File: config.mk
export PLATFORM = sky130hd
export DESIGN_NAME = uart_transceiver
export DESIGN_NICKNAME = d
export VERILOG_FILES = /design/src/rtl/uart_pkg.sv /design/src/rtl/uart_transceiver.sv /design/src/rtl/uart_front.sv /design/src/rtl/uart_core.sv
export SDC_FILE = /design/constraint.sdc
export NUM_CORES = 1
export LEC_CHECK = 0
export BUFFER_PORTS_ARGS = -buffer_cell sky130_fd_sc_hd__buf_4
export CAP_MARGIN = 20
export CORE_MARGIN = 8
export CORE_UTILIZATION = 61
export CTS_BUF_LIST = sky130_fd_sc_hd__clkbuf_4 sky130_fd_sc_hd__clkbuf_8 sky130_fd_sc_hd__clkbuf_16
export CTS_CLUSTER_SIZE = 14
export DETAILED_ROUTE_END_ITERATION = 7
export PLACE_DENSITY = 0.8
export SYNTH_ARGS = -nofsm -noshare
export SYNTH_HDL_FRONTEND = slang
export SYNTH_SLANG_ARGS = --single-unit
File: constraint.sdc
create_clock -name clk -period 4.4 [get_ports clk]
set_input_delay 1.32 -clock clk [delete_from_list [all_inputs] [get_ports clk]]
set_output_delay 1.32 -clock clk [all_outputs]
set_load 0.005 [all_outputs]
File: src/rtl/uart_pkg.sv
// Shared types and constants for the UART transceiver.
package uart_pkg;

    localparam int OVERSAMPLE    = 16;
    localparam int DIVISOR_WIDTH = 12;
    localparam int SAMP_W        = $clog2(OVERSAMPLE);

    localparam logic [2:0] CFG_ENABLE_MODE    = 3'd0;
    localparam logic [2:0] CFG_BAUD_DIVISOR   = 3'd1;
    localparam logic [2:0] CFG_DOUBLE_SPEED   = 3'd2;
    localparam logic [2:0] CFG_DATA_BITS      = 3'd3;
    localparam logic [2:0] CFG_PARITY_MODE    = 3'd4;
    localparam logic [2:0] CFG_TWO_STOP       = 3'd5;
    localparam logic [2:0] CFG_INTERRUPT_MASK = 3'd6;

    localparam logic [1:0] PAR_EVEN = 2'd1;
    localparam logic [1:0] PAR_ODD  = 2'd2;

    localparam logic [1:0] CODE_NONE    = 2'd0;
    localparam logic [1:0] CODE_FRAME   = 2'd1;
    localparam logic [1:0] CODE_OVERRUN = 2'd2;
    localparam logic [1:0] CODE_PARITY  = 2'd3;

    typedef enum logic [1:0] {
        CMD_NONE  = 2'd0,
        CMD_WRITE = 2'd1,
        CMD_READ  = 2'd2
    } cmd_t;

    typedef struct packed {
        cmd_t       cmd;
        logic [8:0] write_word;
        logic       rx_line;
    } item_t;

    typedef struct packed {
        logic       tx_line;
        logic [8:0] read_word;
        logic       buffer_empty;
        logic       tx_complete;
        logic       rx_complete;
        logic       frame_error;
        logic       overrun_error;
        logic       parity_error;
        logic [1:0] read_error_code;
        logic       interrupt_request;
    } result_t;

endpackage

File: src/rtl/uart_transceiver.sv
// Top level of the UART transceiver: request queue in front of the UART core.
//
// Every input request is one tick of the UART's time base. It carries the
// sampled receive line (rx_line) and a host access in command: none, write
// write_word to the transmit buffer, or read the held received word.
// Every request gives exactly one result carrying tx_line, read_word, the
// status flags, read_error_code and interrupt_request as they stand after
// that tick.
// A request is taken on an edge where in_valid is high and in_stall low;
// a result is taken where out_valid is high and out_stall low.
// A request is registered in the request queue and its result in the result
// register; throughput is one request per cycle while out_stall does not hold
// a result, as the core registers update once per request.
// A two-entry request queue sits ahead of the core; with requests back to
// back, in_stall rises in the cycle after out_stall starts holding a result.
// Configuration writes (cfg_write_en, cfg_index, cfg_data) take effect at
// the next edge and are meant for idle periods.
// Reset clears the configuration to its defaults, empties the queue and the
// transmit buffer, idles both shifters (tx_shift_reg all ones), clears status.
module uart_transceiver (
    input  logic        clk,
    input  logic        rst_n,
    input  logic        cfg_write_en,
    input  logic [2:0]  cfg_index,
    input  logic [11:0] cfg_data,
    input  logic        in_valid,
    output logic        in_stall,
    input  logic [1:0]  command,
    input  logic [8:0]  write_word,
    input  logic        rx_line,
    output logic        out_valid,
    input  logic        out_stall,
    output logic        tx_line,
    output logic [8:0]  read_word,
    output logic        buffer_empty,
    output logic        tx_complete,
    output logic        rx_complete,
    output logic        frame_error,
    output logic        overrun_error,
    output logic        parity_error,
    output logic [1:0]  read_error_code,
    output logic        interrupt_request
);
    import uart_pkg::*;

    item_t   q_item;
    logic    q_valid;
    logic    pop;
    result_t result;

    uart_front u_front (
        .clk        (clk),
        .rst_n      (rst_n),
        .in_valid   (in_valid),
        .in_stall   (in_stall),
        .command    (command),
        .write_word (write_word),
        .rx_line    (rx_line),
        .pop        (pop),
        .q_valid    (q_valid),
        .q_item     (q_item)
    );

    uart_core u_core (
        .clk          (clk),
        .rst_n        (rst_n),
        .cfg_write_en (cfg_write_en),
        .cfg_index    (cfg_index),
        .cfg_data     (cfg_data),
        .q_valid      (q_valid),
        .q_item       (q_item),
        .pop          (pop),
        .out_valid    (out_valid),
        .out_stall    (out_stall),
        .result       (result)
    );

    assign tx_line           = result.tx_line;
    assign read_word         = result.read_word;
    assign buffer_empty      = result.buffer_empty;
    assign tx_complete       = result.tx_complete;
    assign rx_complete       = result.rx_complete;
    assign frame_error       = result.frame_error;
    assign overrun_error     = result.overrun_error;
    assign parity_error      = result.parity_error;
    assign read_error_code   = result.read_error_code;
    assign interrupt_request = result.interrupt_request;

endmodule

File: src/rtl/uart_front.sv
// Request intake: command decode and a two-entry queue toward the core.
module uart_front (
    input  logic           clk,
    input  logic           rst_n,
    input  logic           in_valid,
    output logic           in_stall,
    input  logic [1:0]     command,
    input  logic [8:0]     write_word,
    input  logic           rx_line,
    input  logic           pop,
    output logic           q_valid,
    output uart_pkg::item_t q_item
);
    import uart_pkg::*;

    item_t      slot_reg [2];
    item_t      item_in;
    logic       wr_ptr_reg, wr_ptr_next;
    logic       rd_ptr_reg, rd_ptr_next;
    logic [1:0] count_reg, count_next;
    logic       push;
    logic       do_pop;

    always_comb
    begin
        case (command)
            CMD_WRITE: item_in.cmd = CMD_WRITE;
            CMD_READ:  item_in.cmd = CMD_READ;
            default:   item_in.cmd = CMD_NONE;
        endcase
        item_in.write_word = write_word;
        item_in.rx_line    = rx_line;
    end

    assign in_stall = (count_reg == 2'd2);
    assign push     = in_valid && !in_stall;
    assign q_valid  = (count_reg != 2'd0);
    assign do_pop   = pop && q_valid;
    assign q_item   = slot_reg[rd_ptr_reg];

    always_comb
    begin
        wr_ptr_next = push ? !wr_ptr_reg : wr_ptr_reg;
        rd_ptr_next = do_pop ? !rd_ptr_reg : rd_ptr_reg;
        count_next  = count_reg + {1'b0, push} - {1'b0, do_pop};
    end

    always_ff @(posedge clk or negedge rst_n)
    begin
        if (!rst_n)
        begin
            wr_ptr_reg <= 1'b0;
            rd_ptr_reg <= 1'b0;
            count_reg  <= 2'd0;
        end
        else
        begin
            wr_ptr_reg <= wr_ptr_next;
            rd_ptr_reg <= rd_ptr_next;
            count_reg  <= count_next;
        end
    end

    always_ff @(posedge clk)
    begin
        if (push)
        begin
            slot_reg[wr_ptr_reg] <= item_in;
        end
    end

endmodule

File: src/rtl/uart_core.sv
// Core: configuration, transmitter, receiver and the result register.
module uart_core (
    input  logic              clk,
    input  logic              rst_n,
    input  logic              cfg_write_en,
    input  logic [2:0]        cfg_index,
    input  logic [11:0]       cfg_data,
    input  logic              q_valid,
    input  uart_pkg::item_t   q_item,
    output logic              pop,
    output logic              out_valid,
    input  logic              out_stall,
    output uart_pkg::result_t result
);
    import uart_pkg::*;

    localparam int DIV_W = DIVISOR_WIDTH;
    localparam logic [SAMP_W-1:0] OS_LAST      = SAMP_W'(OVERSAMPLE - 1);
    localparam logic [SAMP_W-1:0] OS_HALF_LAST = SAMP_W'(OVERSAMPLE / 2 - 1);
    localparam logic [SAMP_W-1:0] OS_HALF      = SAMP_W'(OVERSAMPLE / 2);
    localparam logic [SAMP_W-1:0] OS_QUARTER   = SAMP_W'(OVERSAMPLE / 4);

    logic [1:0]  enable_reg;
    logic [11:0] baud_reg;
    logic        double_reg;
    logic [3:0]  data_bits_reg;
    logic [1:0]  parity_reg;
    logic        two_stop_reg;
    logic [2:0]  mask_reg;

    logic [DIV_W-1:0]  tx_baud_reg, tx_baud_next;
    logic [SAMP_W-1:0] tx_samp_reg, tx_samp_next;
    logic [12:0]       tx_shift_reg, tx_shift_next;
    logic [3:0]        tx_left_reg, tx_left_next;
    logic [8:0]        tx_buf_reg, tx_buf_next;
    logic              tx_full_reg, tx_full_next;
    logic              tx_done_reg, tx_done_next;
    logic [DIV_W-1:0]  rx_baud_reg, rx_baud_next;
    logic [SAMP_W-1:0] rx_samp_reg, rx_samp_next;
    logic [9:0]        rx_shift_reg, rx_shift_next;
    logic [3:0]        rx_seen_reg, rx_seen_next;
    logic [8:0]        rx_hold_reg, rx_hold_next;
    logic [3:0]        rx_status_reg, rx_status_next;
    logic              out_valid_reg;
    result_t           result_reg, result_next;

    logic              advance;
    logic [DIV_W+11:0] div_ext;
    logic [DIV_W-1:0]  div_val;
    logic [SAMP_W-1:0] os_last;
    logic [SAMP_W-1:0] os_half;
    logic [3:0]        nbits;
    logic              par_on;
    logic [8:0]        data_mask;

    assign advance   = q_valid && (!out_valid_reg || !out_stall);
    assign pop       = advance;
    assign out_valid = out_valid_reg;
    assign result    = result_reg;

    assign div_ext = {{DIV_W{1'b0}}, baud_reg};
    assign div_val = div_ext[DIV_W-1:0];
    assign os_last = double_reg ? OS_HALF_LAST : OS_LAST;
    assign os_half = double_reg ? OS_QUARTER : OS_HALF;
    assign par_on  = (parity_reg == PAR_EVEN) || (parity_reg == PAR_ODD);

    always_comb
    begin
        if (data_bits_reg < 4'd5)
            nbits = 4'd5;
        else if (data_bits_reg > 4'd9)
            nbits = 4'd9;
        else
            nbits = data_bits_reg;
        for (int i = 0; i < 9; i++)
            data_mask[i] = (4'(i) < nbits);
    end

    always_comb
    begin
        logic        tick;
        logic [8:0]  data;
        logic [12:0] data_ext;
        logic        pb;
        logic [3:0]  idx;
        logic        fe;
        logic        pe;
        logic        rxl;

        tx_baud_next   = tx_baud_reg;
        tx_samp_next   = tx_samp_reg;
        tx_shift_next  = tx_shift_reg;
        tx_left_next   = tx_left_reg;
        tx_buf_next    = tx_buf_reg;
        tx_full_next   = tx_full_reg;
        tx_done_next   = tx_done_reg;
        rx_baud_next   = rx_baud_reg;
        rx_samp_next   = rx_samp_reg;
        rx_shift_next  = rx_shift_reg;
        rx_seen_next   = rx_seen_reg;
        rx_hold_next   = rx_hold_reg;
        rx_status_next = rx_status_reg;
        result_next    = '0;
        result_next.tx_line = 1'b1;
        tick     = 1'b0;
        data     = '0;
        data_ext = '0;
        pb       = 1'b0;
        idx      = '0;
        fe       = 1'b0;
        pe       = 1'b0;
        rxl      = q_item.rx_line;

        if (!enable_reg[1])
        begin
            tx_baud_next  = '0;
            tx_samp_next  = '0;
            tx_shift_next = '1;
            tx_left_next  = '0;
            tx_full_next  = 1'b0;
        end
        else
        begin
            if (q_item.cmd == CMD_WRITE && !tx_full_reg)
            begin
                tx_buf_next  = q_item.write_word;
                tx_full_next = 1'b1;
                tx_done_next = 1'b0;
            end
            if (tx_left_reg != 4'd0)
            begin
                tick = (tx_baud_reg == '0);
                tx_baud_next = tick ? div_val : tx_baud_reg - 1'b1;
                if (tick)
                begin
                    if (tx_samp_reg >= os_last)
                    begin
                        tx_samp_next  = '0;
                        tx_shift_next = {1'b1, tx_shift_reg[12:1]};
                        tx_left_next  = tx_left_reg - 4'd1;
                        if (tx_left_next == 4'd0 && !tx_full_next)
                            tx_done_next = 1'b1;
                    end
                    else
                    begin
                        tx_samp_next = tx_samp_reg + 1'b1;
                    end
                end
            end
            if (tx_left_next == 4'd0 && tx_full_next)
            begin
                data     = tx_buf_next & data_mask;
                data_ext = {4'b0, data};
                pb       = (^data) ^ (parity_reg == PAR_ODD);
                for (int i = 0; i < 13; i++)
                begin
                    if (i == 0)
                        tx_shift_next[i] = 1'b0;
                    else if (4'(i) <= nbits)
                        tx_shift_next[i] = data_ext[i-1];
                    else if (par_on && 4'(i) == nbits + 4'd1)
                        tx_shift_next[i] = pb;
                    else
                        tx_shift_next[i] = 1'b1;
                end
                tx_left_next = nbits + 4'd2 + {3'b0, par_on} + {3'b0, two_stop_reg};
                tx_full_next = 1'b0;
                tx_samp_next = '0;
                tx_baud_next = div_val;
            end
            result_next.tx_line = tx_shift_next[0];
        end

        if (!enable_reg[0])
        begin
            rx_baud_next   = '0;
            rx_samp_next   = '0;
            rx_shift_next  = '0;
            rx_seen_next   = '0;
            rx_status_next = '0;
        end
        else
        begin
            tick = (rx_baud_reg == '0);
            rx_baud_next = tick ? div_val : rx_baud_reg - 1'b1;
            if (tick)
            begin
                if (rx_seen_reg == 4'd0)
                begin
                    if (!rxl)
                    begin
                        rx_seen_next  = 4'd1;
                        rx_samp_next  = os_half;
                        rx_shift_next = '0;
                    end
                end
                else if (rx_samp_reg < os_last)
                begin
                    rx_samp_next = rx_samp_reg + 1'b1;
                end
                else
                begin
                    rx_samp_next = '0;
                    if (rx_seen_reg == 4'd1)
                    begin
                        rx_seen_next = rxl ? 4'd0 : 4'd2;
                    end
                    else
                    begin
                        idx = rx_seen_reg - 4'd2;
                        if (idx < nbits + {3'b0, par_on} && idx < 4'd10)
                        begin
                            for (int i = 0; i < 10; i++)
                                if (idx == 4'(i))
                                    rx_shift_next[i] = rx_shift_reg[i] | rxl;
                            rx_seen_next = rx_seen_reg + 4'd1;
                        end
                        else
                        begin
                            data = rx_shift_reg[8:0] & data_mask;
                            fe   = !rxl;
                            if (par_on)
                                pe = (^data) ^ rx_shift_reg[nbits] ^ (parity_reg == PAR_ODD);
                            if (rx_status_reg[0])
                            begin
                                rx_status_next = rx_status_reg | 4'b0100;
                            end
                            else
                            begin
                                rx_hold_next   = data;
                                rx_status_next = {pe, 1'b0, fe, 1'b1};
                            end
                            rx_seen_next  = '0;
                            rx_shift_next = '0;
                        end
                    end
                end
            end
        end

        if (q_item.cmd == CMD_READ && rx_status_next[0])
        begin
            result_next.read_word = rx_hold_next;
            if (rx_status_next[1])
                result_next.read_error_code = CODE_FRAME;
            else if (rx_status_next[2])
                result_next.read_error_code = CODE_OVERRUN;
            else if (rx_status_next[3])
                result_next.read_error_code = CODE_PARITY;
            else
                result_next.read_error_code = CODE_NONE;
            rx_status_next = '0;
        end

        result_next.buffer_empty  = !tx_full_next;
        result_next.tx_complete   = tx_done_next;
        result_next.rx_complete   = rx_status_next[0];
        result_next.frame_error   = rx_status_next[1];
        result_next.overrun_error = rx_status_next[2];
        result_next.parity_error  = rx_status_next[3];
        result_next.interrupt_request = (mask_reg[0] && rx_status_next[0])
            || (mask_reg[1] && !tx_full_next) || (mask_reg[2] && tx_done_next);
    end

    always_ff @(posedge clk or negedge rst_n)
    begin
        if (!rst_n)
        begin
            enable_reg    <= '0;
            baud_reg      <= '0;
            double_reg    <= 1'b0;
            data_bits_reg <= 4'd5;
            parity_reg    <= '0;
            two_stop_reg  <= 1'b0;
            mask_reg      <= '0;
        end
        else if (cfg_write_en)
        begin
            case (cfg_index)
                CFG_ENABLE_MODE:    enable_reg    <= cfg_data[1:0];
                CFG_BAUD_DIVISOR:   baud_reg      <= cfg_data;
                CFG_DOUBLE_SPEED:   double_reg    <= cfg_data[0];
                CFG_DATA_BITS:      data_bits_reg <= cfg_data[3:0];
                CFG_PARITY_MODE:    parity_reg    <= cfg_data[1:0];
                CFG_TWO_STOP:       two_stop_reg  <= cfg_data[0];
                CFG_INTERRUPT_MASK: mask_reg      <= cfg_data[2:0];
                default: ;
            endcase
        end
    end

    always_ff @(posedge clk or negedge rst_n)
    begin
        if (!rst_n)
        begin
            tx_baud_reg   <= '0;
            tx_samp_reg   <= '0;
            tx_shift_reg  <= '1;
            tx_left_reg   <= '0;
            tx_full_reg   <= 1'b0;
            tx_done_reg   <= 1'b0;
            rx_baud_reg   <= '0;
            rx_samp_reg   <= '0;
            rx_shift_reg  <= '0;
            rx_seen_reg   <= '0;
            rx_status_reg <= '0;
            out_valid_reg <= 1'b0;
        end
        else
        begin
            if (advance)
            begin
                tx_baud_reg   <= tx_baud_next;
                tx_samp_reg   <= tx_samp_next;
                tx_shift_reg  <= tx_shift_next;
                tx_left_reg   <= tx_left_next;
                tx_full_reg   <= tx_full_next;
                tx_done_reg   <= tx_done_next;
                rx_baud_reg   <= rx_baud_next;
                rx_samp_reg   <= rx_samp_next;
                rx_shift_reg  <= rx_shift_next;
                rx_seen_reg   <= rx_seen_next;
                rx_status_reg <= rx_status_next;
                out_valid_reg <= 1'b1;
            end
            else if (!out_stall)
            begin
                out_valid_reg <= 1'b0;
            end
        end
    end

    always_ff @(posedge clk)
    begin
        if (advance)
        begin
            tx_buf_reg  <= tx_buf_next;
            rx_hold_reg <= rx_hold_next;
            result_reg  <= result_next;
        end
    end

endmodule

# Word level (Yosys, flattened, before mapping)
# Memory sizes are Yosys's and may differ from the RTL's.
# Cells that the tools add are included.
# word_totals
regBits,136
latchBits,0
ram_bits,24
rom_bits,0
in_bits,32
output_inout_bits,21
word_cells,346
mem_count,1
# classes
add_sub_neg,14
multipliers,0
div_mod_pow,0
n_lt_le_gt_ge,28
eq_ne,53
shifts,0
mux,118
bitwise_logic,16
reduce_logical,71
# memory_table
name,words,width,read_ports,rd_ports_with_merged_regs,write_ports,line,rtl
u_front.slot_reg,2,12,1,0,1,uart_front.sv:16,item_t slot_reg [2];
# ops
operator,n
2-to-1 mux 4 bit,35
2-to-1 mux 9 bit,9
2-to-1 mux 12 bit,6
2-to-1 mux 10 bit,7
2-to-1 mux 13 bit,5
AND reduction 6 bit,10
2-to-1 mux 1 bit,51
inequality test 4 bit (second input constant),10
zero test 12 bit,2
subtractor 12 x 1 -> 12 bit (second input constant),2
logical AND 1 bit,23
equality test 4 bit (first input constant),5
less-or-equal comparator 4 bit (first input constant),5
bitwise AND 9 bit,2
inequality test 3 bit (second input constant),6
AND reduction 2 bit,9
XOR reduction 9 bit,2
adder 4 x 1 -> 4 bit (second input constant),4
equality test 3 x 4 -> 1 bit (first input constant),4
equality test 4 x 3 -> 1 bit (second input constant),4
less-or-equal comparator 3 x 4 -> 1 bit (first input constant),4
zero test 4 bit,4
< comparator 3 x 4 -> 1 bit (first input constant),4
adder 4 x 1 -> 4 bit,3
42 further kinds,84

# Longest topological paths before layout
# logic_depth
ltp_word,21
ltp_mapped,18
mapped_depth_nobuf,15

# Hierarchy
# Synthesis repeated with hierarchy kept, for this count alone.
# hier_totals
cells_unflattened,780
area_unflattened_um2,8399.3
# modules_own_cells
module,instances,cells_per_inst,area_per_inst_um2,seq_area_each_um2
uart_core,1,723,7318.3,3507.1
uart_front,1,57,1081.0,820.8

# Worst setup path after synthesis
# OpenSTA, ideal clock, no wires.
# synth_timing
kind,flip-flop to flip-flop
from,register u_core.data_bits_reg[2]
to,"register u_core.result_reg, in the netlist u_core.result[12], data pin"
setup_time_ns,0.266
arrival_time_ns,3.528
t_required_ns,4.134
slack_ns,0.606
path_stages_with_launch,18
n_path_buf,3
synth_period_minus_slack_ns,3.794
path_cell_list,dfstp_2 clkbuf_1 nand2_1 nor2_1 inv_1 a21o_1 ha_1 ha_1 inv_1 ha_1 a21o_1 a21o_1 a221oi_1 or4b_1 buf_2 buf_6 mux2_4 nor2b_1
# synth_between
elab_cells_between_ends,23
classes_between,add/sub: 1; order compare: 4; mux: 15; bitwise: 1; reduce/logical: 2
# synth_lines
item,line,rtl
start: declaration,uart_core.sv:26,logic [3:0] data_bits_reg;
start signal: assignment,uart_core.sv:283,CFG_DATA_BITS: data_bits_reg <= cfg_data[3:0];
> comparator 4 bit,uart_core.sv:71,else if (data_bits_reg > 4'd9)
2-to-1 mux 4 bit,uart_core.sv:71,
2-to-1 mux 4 bit (*),uart_core.sv:69,if (data_bits_reg < 4'd5)
adder 4 x 1 -> 4 bit / < comparator 2 x 4 -> 1 bit (equally long branches),"uart_core.sv:211, uart_core.sv:76",
< comparator 4 bit / bitwise AND 9 bit (equally long branches),"uart_core.sv:211, uart_core.sv:220",
logical AND 1 bit / 2-to-1 mux 9 bit (equally long branches),"uart_core.sv:211, uart_core.sv:224",
2-to-1 mux 9 bit (*),uart_core.sv:211,"if (idx < nbits + {3'b0, par_on} && idx < 4'd10)"
2-to-1 mux 9 bit (*),uart_core.sv:204,if (rx_seen_reg == 4'd1)
2-to-1 mux 9 bit (*),uart_core.sv:197,else if (rx_samp_reg < os_last)
2-to-1 mux 9 bit (*),uart_core.sv:188,if (rx_seen_reg == 4'd0)
2-to-1 mux 9 bit (*),uart_core.sv:186,if (tick)
2-to-1 mux 9 bit (*),uart_core.sv:174,if (!enable_reg[0])
net u_core.rx_hold_next[3],uart_core.sv:42,"logic [8:0] rx_hold_reg, rx_hold_next;"
end signal: assignment,uart_core.sv:339,result_reg <= result_next;
end: declaration,uart_core.sv:45,"result_t result_reg, result_next;"
# Mark *: on every way through the listed nets, which the timed path passes. The rest lies on a longest branch.
# A chain may end at the register's enable or synchronous reset.

# Worst setup path after layout
# layout_timing
from,register u_core.data_bits_reg[2]
to,"register u_core.result_reg, in the netlist u_core.result[11], data pin"
# layout_between
elab_chain_len,13
elab_cells_between_ends,23
classes_between,add/sub: 1; order compare: 4; mux: 15; bitwise: 1; reduce/logical: 2
# layout_rtl
item,line,rtl
> comparator 4 bit,uart_core.sv:71,
2-to-1 mux 4 bit,uart_core.sv:71,
2-to-1 mux 4 bit (*),uart_core.sv:69,
adder 4 x 1 -> 4 bit,uart_core.sv:211,
< comparator 4 bit,uart_core.sv:211,
logical AND 1 bit,uart_core.sv:211,
2-to-1 mux 4 bit,uart_core.sv:211,
2-to-1 mux 4 bit,uart_core.sv:204,
2-to-1 mux 4 bit,uart_core.sv:197,
2-to-1 mux 4 bit,uart_core.sv:188,
2-to-1 mux 4 bit,uart_core.sv:186,
2-to-1 mux 4 bit,uart_core.sv:174,
logical AND 1 bit,uart_core.sv:241,if (q_item.cmd == CMD_READ && rx_status_next[0])
# Every way passes the cells marked *; elsewhere a longest branch is shown, timed or not.

==> impl_metrics.yaml <==
sta:
  final_setup_fails: 0
  period_needed_ns: 3.97
  achievable-frequency_ghz: 0.252
  min_period_over_period: 0.903
  finalHoldViolCount: 0
  post-route-worst-setup-slack_ns: 0.427
  drv_slew: 0
  hold_slack_ns: 0.478
  timing_worst_slew_pin_value_ns: 0.789
  setup_tns_ns: 0
  max-slew-margin-rel: 0.474
  grt_setup_unrepaired: "no"
  clock-skew-final_ns: 0.00734
die:
  std_cell_rows: 43
  die_area_um2: 17900
  core_um2: 13700
  initial_core_util: 0.618
  chipHeight_um: 134
  die_w_um: 134
  io_pins: 53
critical_path:
  path_delay_family: "compound AO/OA/AOI/OAI gates"
  cp_max_fo: 12
  critical_path_cell_count: 15
  r2r_cells: 15
  crit_slowest_cell: "dfstp_2"
  critical_path_required_ns: 4.58
  critical_path_class: "flop to flop"
  critPathMaxStageDelay_ns: 0.63
  worstPathCellList: "nand2_1 -> nor2_1 -> inv_1 -> a21o_1 -> ha_1 -> ha_1 -> inv_1 -> ha_1 -> a21o_1 -> a21o_1 -> a221oi_1 -> nor2_1 -> o211ai_1 -> buf_4 -> nor2b_1"
  worst_setup_path_start_kind: "flop"
  worst_path_buffer_plus_inverter_count: 3
  worstSetupEndpointType: "flop"
  arrival_ns: 4.15
placement:
  dp_worst_setup_slack_ns: 0.486
  number_of_cells_in_the_design_after_placement: 1033
  gp_congestion: 0.885
  dpl-instance-area_um2: 9040
  post-dp-hpwl_um: 13100
  io_buffers: 52
final_layout:
  syn_to_final_growth_pct: 13.2
  count_of_non_filler_cells_in_the_finished_layout: 1066
  largest_register_ff_count: 24
  final_core_utilization: 0.700
  mostFrequentLayoutCell: "nand2_1"
  layout-drive-gt1-share: 0.182
  final_area_um2: 9600
  diodes: 0
  num-nets-final: 930
  highest_count_cells_in_the_layout_ignoring_fill_and_taps: "nand2_1 (92), dfrtp_1 (84), nor2_1 (64), buf_4 (64), edfxtp_1 (61)"
global_route:
  first_global_vias: 6441
  grt_residual_overflow: 0
  track_usage: 0.216
  antenna_found_initial: 0
  first_pass_grt_wire_length_um: 31200
  pin_count_of_the_biggest_net_entering_global_routing: 100
route:
  post_drt_via_cell_ratio: 6.21
  via_count: 6619
  wl_um: 19100
  initialDrtViolationCount: 714
  drt_pre_antenna_iters: 5
  drc_errors: 0
  drt-wirelength-per-cell_um: 17.9
  detail-route-antenna-nets: 0
worst_hold_path:
  hp-class: "flop to flop"
  whs_path_depth: 2
synth:
  yosysUniqueCellTypes: 70
  netlist.top_cell.by_area: "dfrtp_1"
  avgSynthCellArea_um2: 10.3
  ys_ff_latch: 160
  syn-num-nets: 883
  post-synth-top-area-fraction: 0.248
  synth-seq-area-share: 0.510
  syn_inst: 826
  async_reset_ff_frac: 0.619
  post_synth_main_area_contributors: "dfrtp_1 (25%), edfxtp_1 (22%), dfstp_2 (4.6%)"
  ys_dominant_reg_cell: "dfrtp_1"
  synth-edff-count: 61
  synthesis.yosys.warnings: 0
  syn-cell-area_um2: 8480
clock_network:
  cts_tree: "done"
  clock_tree.root_cell: "clkbuf_16"
  max-clock-path-buffers: 2
  number_of_buffers_created_by_cts: 17
  number_of_sinks_on_the_clock_net: 160
  clock_tree.htree_level_count: 4
  clk_pin_slew_ns: 0.06
  cts_setup_buffers: 0
  postCtsHoldBufs: 0
  clock_latency_ns: 0.43
  cts.repair.resized: 0
pwr:
  power_density_nw_per_um2: 723
  vdd_drop_max_uv: 384
  report.power.total_mw: 6.94
  leakagePower_nw: 4.04
outcome:
  outcome: "completed"
run:
  maxCapViolations: 0
## layout make-up
type	instances	area, um2
timing repair buffer	66	512
multi-input combinational	587	3830
tap	180	225
fill	994	4120
inverter	41	154
clock buffer	23	489
sequential	160	4330
clock inverter	9	61.3
## synthesized netlist by cell type, types with 15 or more instances
library cell   n
xnor2_1       21
inv_1         41
dfrtp_1       84
mux2i_1       18
dfstp_2       15
a21oi_1       55
nand2_1       92
ha_1          24
o21ai_0       52
o22ai_1       17
nand3_1       17
nor2b_1       16
nor3_1        23
nor2_1        64
edfxtp_1      61
clkbuf_1      22
mux2_2        32
## power breakdown
part | total [mW] | internal (mW) | switching, mW
Sequential | 2.45 | 2.06 | 0.386
Combinational | 3.12 | 1.30 | 1.82
Clock | 1.37 | 0.783 | 0.585
## path summary, 6_finish.rpt
check | start | to | slack, ns
max | u_core.data_bits_reg[2] | u_core.result[11] | 0.43
max in group asynchronous | rst_n | u_core.out_valid | 3.04
min in group asynchronous | rst_n | u_core.rx_baud_reg[10] | 0.95
min | u_core.tx_done_reg | u_core.tx_done_reg | 0.48
min reg2reg | u_core.tx_done_reg | u_core.tx_done_reg | 0.48
max reg2reg | u_core.data_bits_reg[2] | u_core.result[11] | 0.43
## cell families after synthesis
family,share of synthesized area
AOI/OAI and AO/OA,0.145
xor gates and xnor gates,0.0400
adders and majority gates,0.0378
buffers and inverters,0.0382
DFF,0.510
muxes,0.0673
and+or+nand+nor,0.161
## worst reg2reg max path, stage by stage (launching register included)
cell and delay [ns]:
dfstp_2 0.63, nand2_1 0.07, nor2_1 0.16, inv_1 0.10, a21o_1 0.19, ha_1 0.20, ha_1 0.28, inv_1 0.04
ha_1 0.26, a21o_1 0.16, a21o_1 0.19, a221oi_1 0.53, nor2_1 0.18, o211ai_1 0.41, buf_4 0.26, nor2b_1 0.07
## per-layer routing
| layer | global-route usage | vias up | wire, um |
|---|---|---|---|
| met4 | 0.0880 | 0 | 419 |
| met2 | 0.355 | 256 | 9410 |
| li1 | - | 3087 | - |
| met1 | 0.269 | 3235 | 8050 |
| met5 | 0 | - | 0 |
| met3 | 0.0505 | 41 | 1260 |
(Power assumes the default switching activity.)
